## config.mk

```make
export PLATFORM = sky130hd
export DESIGN_NAME = fifo_with_max_promotion
export DESIGN_NICKNAME = d
export VERILOG_FILES = /design/src/fmp_pkg.sv /design/src/fmp_datapath.sv /design/src/fmp_ctrl.sv /design/src/fifo_with_max_promotion.sv
export SDC_FILE = /design/constraint.sdc
export NUM_CORES = 1
export LEC_CHECK = 0
export CORE_MARGIN = 2
export CORE_UTILIZATION = 42
export CTS_CLUSTER_DIAMETER = 30
export DETAILED_ROUTE_END_ITERATION = 6
export DONT_BUFFER_PORTS = 1
export PLACE_DENSITY = 0.57
export SETUP_SLACK_MARGIN = 0.02
export SLEW_MARGIN = 10
export SYNTH_ARGS = -nofsm -noshare
export SYNTH_HDL_FRONTEND = slang
export SYNTH_SLANG_ARGS = --single-unit
export TNS_END_PERCENT = 20
```

## constraint.sdc

```tcl
create_clock -name i_clk -period 6.8 [get_ports i_clk]
set_input_delay 2.04 -clock i_clk [delete_from_list [all_inputs] [get_ports i_clk]]
set_output_delay 2.04 -clock i_clk [all_outputs]
set_load 0.1 [all_outputs]
```

## src/fmp_pkg.sv

```systemverilog
// Types and codes shared by the max-promotion FIFO modules.
package fmp_pkg;

    // Command opcodes
    typedef enum logic [1:0] {
        OP_ENQ     = 2'd0,
        OP_DEQ     = 2'd1,
        OP_PROMOTE = 2'd2,
        OP_SEARCH  = 2'd3
    } t_opcode;

    // Result status codes
    typedef enum logic [1:0] {
        ST_OK    = 2'd0,
        ST_EMPTY = 2'd1,
        ST_FULL  = 2'd2
    } t_status;

    // Command transaction payload
    typedef struct packed {
        t_opcode            opcode;
        logic signed [31:0] key_value;
    } t_cmd;

    // Result transaction payload
    typedef struct packed {
        t_status            status;
        logic signed [31:0] data_out;
        logic               found;
        logic [3:0]         position;
        logic [4:0]         occupancy;
    } t_result;

    // Controller to datapath commands
    typedef struct packed {
        logic    load;
        logic    enq;
        logic    deq_rd;
        logic    deq_pop;
        logic    scan_rd;
        logic    shift_init;
        logic    shift_rd;
        logic    place;
        logic    finish;
        t_status status;
    } t_dp_cmd;

    // Datapath to controller status
    typedef struct packed {
        t_opcode op;
        logic    empty;
        logic    full;
        logic    scan_last;
        logic    shift_last;
        logic    at_zero;
    } t_dp_sts;

endpackage

```

## src/fmp_datapath.sv

```systemverilog
// Datapath: entry store, head/count pointers, scan compare and shift pipeline.
module fmp_datapath #(
    parameter int DEPTH = 16
) (
    input  logic              i_clk,
    input  logic              i_rst_n,
    input  fmp_pkg::t_cmd     i_cmd,
    input  fmp_pkg::t_dp_cmd  i_dp_cmd,
    output fmp_pkg::t_dp_sts  o_dp_sts,
    output logic              o_done,
    output fmp_pkg::t_result  o_result
);

    localparam int IW = $clog2(DEPTH);
    localparam int CW = $clog2(DEPTH + 1);

    // Circular store
    logic signed [31:0] mem [DEPTH];

    logic [IW-1:0]      r_head;
    logic [CW-1:0]      r_count;
    fmp_pkg::t_opcode   r_op;
    logic signed [31:0] r_key;
    logic signed [31:0] r_data;
    logic signed [31:0] r_rd_data;
    logic signed [31:0] r_best;
    logic [IW-1:0]      r_at;
    logic               r_found;
    logic [IW-1:0]      r_pos;
    logic [CW-1:0]      r_idx;
    logic               r_cmp_vld;
    logic [IW-1:0]      r_cmp_off;
    logic               r_wr_vld;
    logic [IW-1:0]      r_wr_off;
    logic               r_done;
    fmp_pkg::t_result   r_res;

    logic               rd_en;
    logic [CW-1:0]      rd_off;
    logic [IW-1:0]      rd_slot;
    logic               wr_en;
    logic [CW-1:0]      wr_off;
    logic [IW-1:0]      wr_slot;
    logic signed [31:0] wr_data;

    // Offset from head to physical slot; sum stays below twice DEPTH
    function automatic logic [IW-1:0] slot_of(input logic [IW-1:0] head,
                                              input logic [CW-1:0] off);
        logic [CW:0] sum;
        sum = (CW+1)'(head) + (CW+1)'(off);
        if (sum >= (CW+1)'(DEPTH)) begin
            sum = sum - (CW+1)'(DEPTH);
        end
        return IW'(sum);
    endfunction

    // Read port select
    always_comb begin
        rd_en  = i_dp_cmd.deq_rd | i_dp_cmd.scan_rd | i_dp_cmd.shift_rd;
        rd_off = '0;
        if (i_dp_cmd.scan_rd) begin
            rd_off = r_idx;
        end else if (i_dp_cmd.shift_rd) begin
            rd_off = r_idx - CW'(1);
        end
        rd_slot = slot_of(r_head, rd_off);
    end

    // Write port select: enqueue, pending shift write, or final placement
    always_comb begin
        wr_en   = i_dp_cmd.enq | r_wr_vld | i_dp_cmd.place;
        wr_off  = '0;
        wr_data = r_best;
        if (i_dp_cmd.enq) begin
            wr_off  = r_count;
            wr_data = r_key;
        end else if (r_wr_vld) begin
            wr_off  = CW'(r_wr_off);
            wr_data = r_rd_data;
        end
        wr_slot = slot_of(r_head, wr_off);
    end

    // Memory with registered read data
    always_ff @(posedge i_clk) begin
        if (wr_en) begin
            mem[wr_slot] <= wr_data;
        end
        if (rd_en) begin
            r_rd_data <= mem[rd_slot];
        end
    end

    // Control state: pointers, pipeline tags, result strobe
    always_ff @(posedge i_clk) begin
        if (!i_rst_n) begin
            r_head    <= '0;
            r_count   <= '0;
            r_cmp_vld <= 1'b0;
            r_wr_vld  <= 1'b0;
            r_done    <= 1'b0;
        end else begin
            r_cmp_vld <= i_dp_cmd.scan_rd;
            r_wr_vld  <= i_dp_cmd.shift_rd;
            r_done    <= i_dp_cmd.finish;
            if (i_dp_cmd.enq) begin
                r_count <= r_count + CW'(1);
            end
            if (i_dp_cmd.deq_pop) begin
                r_count <= r_count - CW'(1);
                if (r_head == IW'(DEPTH - 1)) begin
                    r_head <= '0;
                end else begin
                    r_head <= r_head + IW'(1);
                end
            end
        end
    end

    // Payload: command capture, scan compare, shift index, result
    always_ff @(posedge i_clk) begin
        if (i_dp_cmd.load) begin
            r_op    <= i_cmd.opcode;
            r_key   <= i_cmd.key_value;
            r_data  <= '0;
            r_found <= 1'b0;
            r_pos   <= '0;
            r_idx   <= '0;
        end
        if (i_dp_cmd.deq_pop) begin
            r_data <= r_rd_data;
        end
        if (i_dp_cmd.scan_rd) begin
            r_idx     <= r_idx + CW'(1);
            r_cmp_off <= IW'(r_idx);
        end
        if (i_dp_cmd.shift_init) begin
            r_idx <= CW'(r_at);
        end
        if (i_dp_cmd.shift_rd) begin
            r_idx    <= r_idx - CW'(1);
            r_wr_off <= IW'(r_idx);
        end
        // one entry compared per cycle, in front-to-back order
        if (r_cmp_vld) begin
            if (r_op == fmp_pkg::OP_SEARCH) begin
                if (r_rd_data == r_key) begin
                    r_found <= 1'b1;
                    r_pos   <= r_cmp_off;
                end
            end else if (r_cmp_off == '0 || r_rd_data > r_best) begin
                r_best <= r_rd_data;
                r_at   <= r_cmp_off;
            end
        end
        if (i_dp_cmd.finish) begin
            r_res.status    <= i_dp_cmd.status;
            r_res.data_out  <= r_data;
            r_res.found     <= r_found;
            r_res.position  <= 4'(r_pos);
            r_res.occupancy <= 5'(r_count);
        end
    end

    // Status to controller
    always_comb begin
        o_dp_sts.op         = r_op;
        o_dp_sts.empty      = (r_count == '0);
        o_dp_sts.full       = (r_count == CW'(DEPTH));
        o_dp_sts.scan_last  = (r_idx == r_count - CW'(1));
        o_dp_sts.shift_last = (r_idx == CW'(1));
        o_dp_sts.at_zero    = (r_at == '0);
    end

    assign o_done   = r_done;
    assign o_result = r_res;

endmodule

```

## src/fmp_ctrl.sv

```systemverilog
// Controller: sequences each command from decode through the dequeue, scan, shift and place steps it needs, to finish.
module fmp_ctrl (
    input  logic              i_clk,
    input  logic              i_rst_n,
    input  logic              i_start,
    input  fmp_pkg::t_dp_sts  i_dp_sts,
    output logic              o_busy,
    output fmp_pkg::t_dp_cmd  o_dp_cmd
);

    typedef enum logic [3:0] {
        S_IDLE,
        S_DECODE,
        S_DEQ_WAIT,
        S_SCAN,
        S_SCAN_DRAIN,
        S_SHIFT_SETUP,
        S_SHIFT,
        S_SHIFT_DRAIN,
        S_PLACE,
        S_FINISH
    } t_state;

    t_state           r_state;
    t_state           n_state;
    fmp_pkg::t_status r_status;
    fmp_pkg::t_status n_status;

    // Next state and datapath commands
    always_comb begin
        n_state  = r_state;
        n_status = r_status;
        o_dp_cmd = '0;
        o_dp_cmd.status = r_status;
        case (r_state)
            S_IDLE: begin
                if (i_start) begin
                    o_dp_cmd.load = 1'b1;
                    n_status      = fmp_pkg::ST_OK;
                    n_state       = S_DECODE;
                end
            end
            S_DECODE: begin
                case (i_dp_sts.op)
                    fmp_pkg::OP_ENQ: begin
                        if (i_dp_sts.full) begin
                            n_status = fmp_pkg::ST_FULL;
                        end else begin
                            o_dp_cmd.enq = 1'b1;
                        end
                        n_state = S_FINISH;
                    end
                    fmp_pkg::OP_DEQ: begin
                        if (i_dp_sts.empty) begin
                            n_status = fmp_pkg::ST_EMPTY;
                            n_state  = S_FINISH;
                        end else begin
                            o_dp_cmd.deq_rd = 1'b1;
                            n_state         = S_DEQ_WAIT;
                        end
                    end
                    fmp_pkg::OP_PROMOTE: begin
                        if (i_dp_sts.empty) begin
                            n_status = fmp_pkg::ST_EMPTY;
                            n_state  = S_FINISH;
                        end else begin
                            n_state = S_SCAN;
                        end
                    end
                    default: begin
                        // search on an empty queue reports not found
                        n_state = i_dp_sts.empty ? S_FINISH : S_SCAN;
                    end
                endcase
            end
            S_DEQ_WAIT: begin
                o_dp_cmd.deq_pop = 1'b1;
                n_state          = S_FINISH;
            end
            S_SCAN: begin
                o_dp_cmd.scan_rd = 1'b1;
                if (i_dp_sts.scan_last) begin
                    n_state = S_SCAN_DRAIN;
                end
            end
            S_SCAN_DRAIN: begin
                n_state = (i_dp_sts.op == fmp_pkg::OP_PROMOTE) ? S_SHIFT_SETUP : S_FINISH;
            end
            S_SHIFT_SETUP: begin
                // largest key already at the head: order stays
                o_dp_cmd.shift_init = 1'b1;
                n_state = i_dp_sts.at_zero ? S_FINISH : S_SHIFT;
            end
            S_SHIFT: begin
                o_dp_cmd.shift_rd = 1'b1;
                if (i_dp_sts.shift_last) begin
                    n_state = S_SHIFT_DRAIN;
                end
            end
            S_SHIFT_DRAIN: begin
                n_state = S_PLACE;
            end
            S_PLACE: begin
                o_dp_cmd.place = 1'b1;
                n_state        = S_FINISH;
            end
            S_FINISH: begin
                o_dp_cmd.finish = 1'b1;
                n_state         = S_IDLE;
            end
            default: begin
                n_state = S_IDLE;
            end
        endcase
    end

    // State and status registers
    always_ff @(posedge i_clk) begin
        if (!i_rst_n) begin
            r_state  <= S_IDLE;
            r_status <= fmp_pkg::ST_OK;
        end else begin
            r_state  <= n_state;
            r_status <= n_status;
        end
    end

    assign o_busy = (r_state != S_IDLE);

endmodule

```

## src/fifo_with_max_promotion.sv

```systemverilog
// Top level of the bounded FIFO with search and promotion of the largest key.
//
//  channel   | handshake              | payload
//  ----------+------------------------+-------------------------------
//  command   | start high, busy low   | i_cmd    (opcode, key_value)
//  result    | o_done, one cycle      | o_result (status, data_out,
//            |                        |   found, position, occupancy)
//
// One command at a time. After acceptance, enqueue, errors and empty-queue search go
// to finish; dequeue reads and pops; other searches scan the queue; promotion scans,
// then, if the largest key is not first, moves those before it back and puts it first.
// One read and one write port: scan and shift each move one entry per cycle.
// Synchronous active-low reset empties the queue; store contents are not cleared.
// The receiver cannot stall; busy stays high until the result cycle.
module fifo_with_max_promotion #(
    parameter int DEPTH = 16
) (
    input  logic             i_clk,
    input  logic             i_rst_n,
    input  logic             start,
    output logic             busy,
    input  fmp_pkg::t_cmd    i_cmd,
    output logic             o_done,
    output fmp_pkg::t_result o_result
);

    fmp_pkg::t_dp_cmd dp_cmd;
    fmp_pkg::t_dp_sts dp_sts;

    // Command sequencer
    fmp_ctrl u_ctrl (
        .i_clk    (i_clk),
        .i_rst_n  (i_rst_n),
        .i_start  (start),
        .i_dp_sts (dp_sts),
        .o_busy   (busy),
        .o_dp_cmd (dp_cmd)
    );

    // Store and arithmetic
    fmp_datapath #(
        .DEPTH (DEPTH)
    ) u_datapath (
        .i_clk    (i_clk),
        .i_rst_n  (i_rst_n),
        .i_cmd    (i_cmd),
        .i_dp_cmd (dp_cmd),
        .o_dp_sts (dp_sts),
        .o_done   (o_done),
        .o_result (o_result)
    );

endmodule

```

---- Word-level counts from Yosys, hierarchy flattened ----
Memory sizes are Yosys's and may differ from the RTL's. A register that Yosys moved wholly into a read port is not among the register bits.
Index checks and enable logic that the tools add are counted.
word-level totals
  flip-flop bits (word level) ............. 182
  latch bits .............................. 0
  bits in writable memories ............... 512
  bits in read-only memories .............. 0
  bits of input ports ..................... 37
  output and inout bits ................... 46
  logic and storage cells ................. 133
  memories ................................ 1
memories
  name            depth  width  rd ports  clocked after Yosys merged registers in  write ports  line                source
  u_datapath.mem  16     32     1         1                                        1            fmp_datapath.sv:18  logic signed [31:0] mem [DEPTH];
operators by class
  add/subtract/negate cells ............... 9
  multiply operators ...................... 0
  divide/modulo/power cells ............... 0
  $lt $le $gt $ge ......................... 3
  equal/unequal tests ..................... 23
  shift operators ......................... 0
  multiplexer cells ....................... 54
  bitwise gates (word level) .............. 5
  reductions and logical operators ........ 16
operators with widths
  cell                                                 number
  two-way mux 32 bit                                   4
  two-way mux 4 bit                                    15
  two-way mux 5 bit                                    9
  == test 32 bit                                       1
  > comparator 32 bit                                  1
  case mux 4 bit (8 select lines)                      1
  two-way mux 1 bit                                    18
  == test 4 x 3 -> 1 bit, second input constant        4
  adder 4 x 5 -> 6 bit                                 2
  == test 4 bit, second input constant                 3
  >= comparator 6 x 5 -> 1 bit, second input constant  2
  logical NOT 4 bit                                    3
  adder 5 x 1 -> 5 bit, second input constant          2
  subtractor 5 x 1 -> 5 bit, second input constant     2
  != test 3 bit, second input constant                 3
  == test 4 x 2 -> 1 bit, second input constant        2
  two-way mux 2 bit                                    4
  case mux 2 bit (2 select lines)                      2
  case mux 4 bit (2 select lines)                      1
  nonzero test 4 bit                                   2
  subtractor 4 x 1 -> 4 bit, second input constant     2
  != test 2 bit, second input constant                 3
  AND reduction 3 bit                                  2
  nonzero test 2 bit                                   3
  14 further kinds                                     19

---- Logic depth before layout (Yosys ltp) ----
Gate-level depths: netlist of run 1.
  depth after elaboration ................. 8
  gate-level depth with buffers ........... 14
  gate-level depth less buffers ........... 13

---- Hierarchy ----
Synthesis of run 1 repeated with hierarchy kept, for this count alone.
unflattened totals
  cells, all modules ...................... 1622
  area total of the unflattened synthesis .. 29497.0 um^2
by module, submodules not included
  module        times used  cells each  area an instance (um^2)
  fmp_datapath  1           1541        28890.2
  fmp_ctrl      1           81          606.8

---- Worst setup path after synthesis of run 1 ----
OpenSTA, ideal clock, no wires.
  path kind ............................... register to register
  from .................................... reg u_datapath.r_rd_data[10] (read register of u_datapath.mem)
  to ...................................... reg u_datapath.r_at[0], enable pin
  setup time .............................. 479 ps
  arrival ................................. 4293 ps
  required time ........................... 6321 ps
  slack ................................... 2028 ps
  stages on the path, launching flop included .. 9
  clock period less this slack ............ 4772 ps
  path through ............................ edfxtp_1 > ha_1 > a21oi_1 > nand2_1 > a221o_1 > a221oi_1 > o21ai_0 > xor2_1 > o21ai_0
between the ends
  cells in the longest elaborated chain, start to end .. 3
RTL lines
  element                               line                 source
  start: declaration                    fmp_datapath.sv:25   logic signed [31:0] r_rd_data;
  > comparator 32 bit                   fmp_datapath.sv:151  end else if (r_cmp_off == '0 || r_rd_data > r_best) begin
  logical OR 1 bit                      fmp_datapath.sv:151
  AND reduction 3 bit (no source line)  --
  end signal: assignment                fmp_datapath.sv:153  r_at <= r_cmp_off;
  end: declaration                      fmp_datapath.sv:27   logic [IW-1:0] r_at;
Every way passes these cells.
A chain may end at the register's enable or synchronous reset.

---- Worst setup path in the final report of run 1 ----
  from .................................... reg u_ctrl.r_state[0]
  to ...................................... mem u_datapath.mem[8][30], enable pin
between the ends
  cells in the longest elaborated chain, start to end .. 6
  elaborated cells between the ends (all ways) .. 13
RTL lines
  element                                                        line                                    source
  start: declaration                                             fmp_ctrl.sv:24                          t_state r_state;
  start signal: assignment                                       fmp_ctrl.sv:123                         r_state <= n_state;
  == test 4 x 1 -> 1 bit                                         fmp_ctrl.sv:35                          case (r_state)
  two-way mux 2 bit                                              fmp_ctrl.sv:35
  two-way mux 5 bit / OR 1 bit (equally long branches)           fmp_datapath.sv:74, fmp_datapath.sv:71
  adder 4 x 5 -> 6 bit / OR 1 bit (equally long branches)        fmp_datapath.sv:50, fmp_datapath.sv:71
  >= comparator 6 x 5 -> 1 bit (tied with other cells)           fmp_datapath.sv:51                      if (sum >= (CW+1)'(DEPTH)) begin
  two-way mux 4 bit / two-way mux 1 bit (equally long branches)  fmp_datapath.sv:51, fmp_datapath.sv:87
  end: declaration                                               fmp_datapath.sv:18
Several ways; a longest one is shown, not always the timed one.

==> impl_metrics.toml, run 1 <==
[worst_setup_path]
crit_chain = "or4b_4 > a311oi_4 > and2_1 > a31o_2 > ha_1 > a21oi_1 > xnor2_1 > xnor2_1 > nand2_1 > nor2_4 > buf_4"
critical_path.max_stage_delay_ns = 0.95
criticalPathCategory = "reg2reg"
crit_path_end_kind = "flop"
worstPathRequired_ns = 7.20
cp-start-kind = "flop"
slowest_stage = "nor2_4"
arrival_ns = 5.52
crit_top_cell = "xnor2_1"
cp_max_fo = 24

[die]
initial_core_util = 0.425
core_um2 = 68700
die_area_um2 = 71600
ios = 83
rows = 96
die_x_um = 268
die_h_um = 268

[global_routing]
gr-usage-met1 = 0.273
grt_pass1_vias = 15900
grt_overflow = 0
grt_max_degree = 69
antenna_found_initial = 4
met2_usage = 0.316
grt_busiest_layer = "met2"
grt_pass1_wl_um = 104000
grt_use_met3 = 0.0428
grtUsageTotal = 0.201

[clocking]
cts-buffers-inserted = 140
tritoncts = "built"
ctsResizeCount = 0
clk_latency_ns = 0.72
clock-sinks = 726
clk_transition_reported_paths_ns = 0.05
clockBufferDepth = 3
root_buffer = "clkbuf_16"
post-cts-setup-buffers = 0
htreeDepth = 4
cts_hold_buf = 0

[min_path]
min_path_type = "reg2reg"

[drt]
avgViaCountPerCell = 5.47
route.detailed.drc = 0
routedWlPerCell_um = 24.8
wl_um = 69600
first_pass_iters = 5
postRouteAntennaNets = 0
num_vias = 15300
first_iter_violations = 1462

[placed_design]
place_area_um2 = 30700
hpwlAfterDp_um = 44100
gp_congestion = 0.826
io_buffers = 0

[synth]
synth.area.top_cells = "edfxtp_1 (72%), mux4_2 (9.9%), ha_1 (2.1%)"
ys_types = 56
async_flop_share = 0
ys_top_cells_by_count = "edfxtp_1 (703), nand2_1 (151), mux4_2 (128)"
yosysMostFrequentCell = "edfxtp_1"
synthCells = 1637
syn_nets = 1725
synth_top_flop_cell = "edfxtp_1"
yosys.area.top_type = "edfxtp_1"
syn_avg_cell_area_um2 = 17.8
synth_top_cell_area_share = 0.723
synth_seq_cells = 726
syn_area_um2 = 29200
synth_edf_count = 703
ys_seq_area_frac = 0.739
yosys_warnings = 0

[sta]
hold_viol = 0
slew_viol_final = 0
clock_skew_ns = 0.0258
final.setup.tns_ns = 0
rsz0062_at_grt = "false"
finalCriticalPeriod_ns = 5.11
setup_violations = 0
finalCritPeriodShare = 0.752
fmax_ghz = 0.196
worst_slew_pin_slew_ns = 1.18
slew_headroom = 0.206

[outcome]
outcome = "finished clean"

[finish]
fin_area_um2 = 35400
fin_util = 0.515
num_antenna_cells = 0
fill_cells = 5557
syn_to_final_growth_pct = 21.3
drive_gt1_frac = 0.235
final_nets = 1851

[pwr]
power.density_nw_per_um2 = 421
pwr-share-seq = 0.411
switching_share = 0.276
peakVddDrop_v = 0.000241
comb_power_share = 0.141
p_int_uw = 10800
power_frac_clock = 0.449
leakagePower_uw = 0.0118
total_power_uw = 14900
p_sw_uw = 4110

[job]
maxCapViolCount = 0
## critical path, delay by kind of cell (launching register included)
family / cells / cell delay (ns)
compound gates: 3 / 1.00
xor+xnor: 2 / 0.44
fa+ha+maj: 1 / 0.28
buf+inv: 1 / 0.34
flops: 1 / 0.68
simple gates: 4 / 2.06
## final timing paths
kind / startpoint / depth (start not counted) / end / slack, ns
setup / recovery: u_ctrl.r_state[0] / 11 / u_datapath.mem[8][30] / 1.69
hold / removal: u_datapath.r_data[18] / 0 / u_datapath.o_result[28] / 0.41
setup reg to reg: u_ctrl.r_state[0] / 11 / u_datapath.mem[8][30] / 1.69
hold reg to reg: u_datapath.r_data[18] / 0 / u_datapath.o_result[28] / 0.41
## metal layers
layer,vias to the layer above,part of all wire
met2,495,0.48
met1,7943,0.44
li1,6786,-
met4,2,0.028
met3,120,0.053
met5,-,0.00019
## state kept, by name, indices dropped and copies added, names as in the netlist, 4 cells and up
signal	flops
u_datapath.r_best	32
u_datapath.r_at	4
u_datapath.r_cmp_off	4
u_datapath.r_pos	4
u_datapath.r_rd_data	32
u_datapath.r_wr_off	4
u_datapath.r_idx	5
u_datapath.r_data	32
u_datapath.o_result	44
u_datapath.r_head	4
u_ctrl.r_state	4
u_datapath.mem	512
u_datapath.r_count	5
u_datapath.r_key	32
## final cells by class
class / instances / area [um2] / share of cell area
Sequential cell: 726 / 21600 / 0.610
Multi-Input combinational cell: 789 / 7340 / 0.207
Clock buffer: 154 / 3610 / 0.102
Tap cell: 931 / 1160 / 0.0329
Clock inverter: 97 / 1050 / 0.0296
Timing Repair Buffer: 58 / 473 / 0.0134
Inverter: 48 / 180 / 0.00509
## cell families after synthesis
kind of cell	Yosys count	synth area share
muxes	160	0.110
adders and majority gates	51	0.0224
DFF	726	0.739
and+or+nand+nor	333	0.0546
AOI/OAI and AO/OA	192	0.0414
xor gates and xnor gates	53	0.0162
buffers and inverters	122	0.0165
## placed cells by master (no fill, tap or decap), types with 36 or more instances in the layout
cell type	count
and2_1	40
clkbuf_16	142
edfxtp_1	703
a31oi_1	36
buf_4	55
inv_1	47
o21ai_0	52
mux4_2	128
ha_1	48
nand2_1	151
## power by group through the flow
stage	sequential (uW)	clock, uW	combinational, uW
after floorplan	6020	0	1510
after global placement	6180	0	2090
final	6110	6680	2100
after detailed placement	6190	0	2120
after global routing	6150	7020	2290
after CTS	6120	6780	2130
## stage by stage
step                std cells  worst slack (ns)  hold slack, ns
floorplan                1637              2.03           0.400
CTS                      2803              1.68           0.411
finish                   2803              1.69           0.413
global placement         2552              1.85           0.402
detailed placement       2552              1.70           0.405
global route             2803              1.35           0.414
Note: power is estimated with default switching activity, not from simulation.
==> inputs of run 2 (changes only) <==
--- a/config.mk
+++ b/config.mk
@@ -10,7 +10,7 @@
 export CTS_CLUSTER_DIAMETER = 30
 export DETAILED_ROUTE_END_ITERATION = 6
 export DONT_BUFFER_PORTS = 1
-export PLACE_DENSITY = 0.57
+export PLACE_DENSITY = 0.6
 export SETUP_SLACK_MARGIN = 0.02
 export SLEW_MARGIN = 10
 export SYNTH_ARGS = -nofsm -noshare
==> constraint.sdc (replaced) <==
create_clock -name i_clk -period 4.3 [get_ports i_clk]
set_input_delay 1.29 -clock i_clk [delete_from_list [all_inputs] [get_ports i_clk]]
set_output_delay 1.29 -clock i_clk [all_outputs]
set_load 0.1 [all_outputs]
==> run 2 against run 1 <==
Cell area up 1.5%. Via count rose by 1.5%. Clock skew up 0.0078 ns. Sequential power rose by 58%. Routed wire length rose by 0.28%. Combinational power grew 63%. Power increased by 60%. Non-clock buffer count is 34 higher. Worst hold slack got worse by 0.0018 ns. Largest power group unchanged. Highest routed layer unchanged.
==> impl_metrics.toml, run 2 (synthesis gave the netlist of run 1 again) <==
[clocking]
post-cts-setup-buffers = 0
clk_latency_ns = 0.73
clock-sinks = 726
clk_transition_reported_paths_ns = 0.05
cts_hold_buf = 0
cts-buffers-inserted = 137
tritoncts = "built"
clockBufferDepth = 3
htreeDepth = 4
root_buffer = "clkbuf_16"

[finish]
fill_cells = 5443
layout.cells.most_common = "edfxtp_1"
syn_to_final_growth_pct = 23.0
regMostFlops = "u_datapath.mem"
fin_util = 0.523
largest_register_ff_count = 512
final_nets = 1882
layout_common_cells = "edfxtp_1 (703), nand2_1 (151), clkbuf_16 (138), mux4_2 (128), buf_4 (70)"
drive_gt1_frac = 0.247
num_antenna_cells = 0

[sta]
final.setup.tns_ns = 0
slew_headroom = 0.173
worst_slew_pin_slew_ns = 1.23
hold_viol = 0
slew_viol_final = 0
setup_violations = 0
clock_skew_ns = 0.0336
finalCriticalPeriod_ns = 3.93
rsz0062_at_grt = "false"
finalCritPeriodShare = 0.915
fmax_ghz = 0.254

[die]
initial_core_util = 0.425
die_h_um = 268
die_x_um = 268
ios = 83
core_um2 = 68700
die_area_um2 = 71600
rows = 96

[pwr]
power.density_nw_per_um2 = 662
total_power_uw = 23800
peakVddDrop_v = 0.000393
leakagePower_uw = 0.0120

[drt]
routedWlPerCell_um = 24.6
first_iter_violations = 1422
avgViaCountPerCell = 5.50
wl_um = 69800
route.detailed.drc = 0
first_pass_iters = 7
num_vias = 15600
postRouteAntennaNets = 0

[worst_setup_path]
arrival_ns = 4.39
crit_path_end_kind = "flop"
slowest_stage = "fa_4"
crit_chain = "nor2b_1 > nand2_1 > inv_1 > nand2_1 > o21ai_0 > ha_4 > fa_4 > buf_12 > buf_12 > mux4_2 > and2_1 > a211oi_1 > a31oi_1"
cp_max_fo = 17
worstPathRequired_ns = 4.75
critical_path.max_stage_delay_ns = 0.99
cp-start-kind = "flop"
criticalPathCategory = "reg2reg"

[global_routing]
grtUsageTotal = 0.202
grt_pass1_wl_um = 104000
grt_max_degree = 73
grt_overflow = 0
antenna_found_initial = 2
grt_pass1_vias = 16200

[job]
maxCapViolCount = 0

[placed_design]
io_buffers = 0
hpwlAfterDp_um = 43600
gp_congestion = 0.825

[min_path]
min_path_type = "reg2reg"

[outcome]
outcome = "finished clean"
[run 2: cell types whose count changed in the layout (fill, tap and decap cells not counted), sizes merged]
cell / delta
buf: +34
bufinv: +4
clkbuf: -2
clkinv: -2
clkinvlp: -5
inv: +3
[run 2: path summary, 6_finish.rpt]
path | start | endpoint | slack [ns] | depth (start not counted)
min reg2reg | u_datapath.r_data[29] | u_datapath.o_result[39] | 0.41 | 0
max | u_ctrl.r_state[3] | u_datapath.r_rd_data[5] | 0.37 | 13
min | u_datapath.r_data[29] | u_datapath.o_result[39] | 0.41 | 0
max reg2reg | u_ctrl.r_state[3] | u_datapath.r_rd_data[5] | 0.37 | 13
[run 2: repair_timing]
item                                    CTS  global route
hold endpoints to repair                  0             0
gates resized for setup                   0             1
endpoints found under the setup margin    0             1
[run 2: power breakdown]
group / total (uW) / internal [uW] / switching [uW]
logic: 3430 / 1380 / 2050
clock network: 10700 / 7090 / 3620
registers: 9630 / 8780 / 852
total: 23800 / 17200 / 6520
[run 2: critical path: cells and delay by family, from the launching register on]
kind            cells  cell delay [ns]
flops               1             0.61
simple gates        4             0.60
mux                 1             0.29
fa+ha+maj           2             1.20
compound gates      3             0.47
buf+inv             3             0.47
[run 2: final cells by class]
type	instances	area [um2]	share of cell area
Clock buffer	152	3520	0.0979
Clock inverter	97	1180	0.0329
Tap cell	931	1160	0.0324
Timing Repair Buffer	92	966	0.0269
Sequential cell	726	21600	0.601
Multi-Input combinational cell	789	7330	0.204
Inverter	48	180	0.00502
[run 2: layer usage]
metal  vias to the layer above  global-route usage  part of all wire
met5                         -                   0           0.00039
met4                         4              0.0803             0.024
met2                       506               0.327              0.49
met3                        94              0.0424             0.054
li1                       6854                   -                 -
met1                      8125               0.267              0.43
[run 2: per-stage QoR]
step	std cells	hold WS (ns)	worst slack (ns)	area, um2
after floorplan	1637	0.400	-0.0527	29200
after global placement	2586	0.402	0.365	31200
after detailed placement	2586	0.406	0.328	31200
after CTS	2835	0.411	0.284	35900
after global routing	2835	0.419	0.0742	35900
final	2835	0.411	0.365	35900
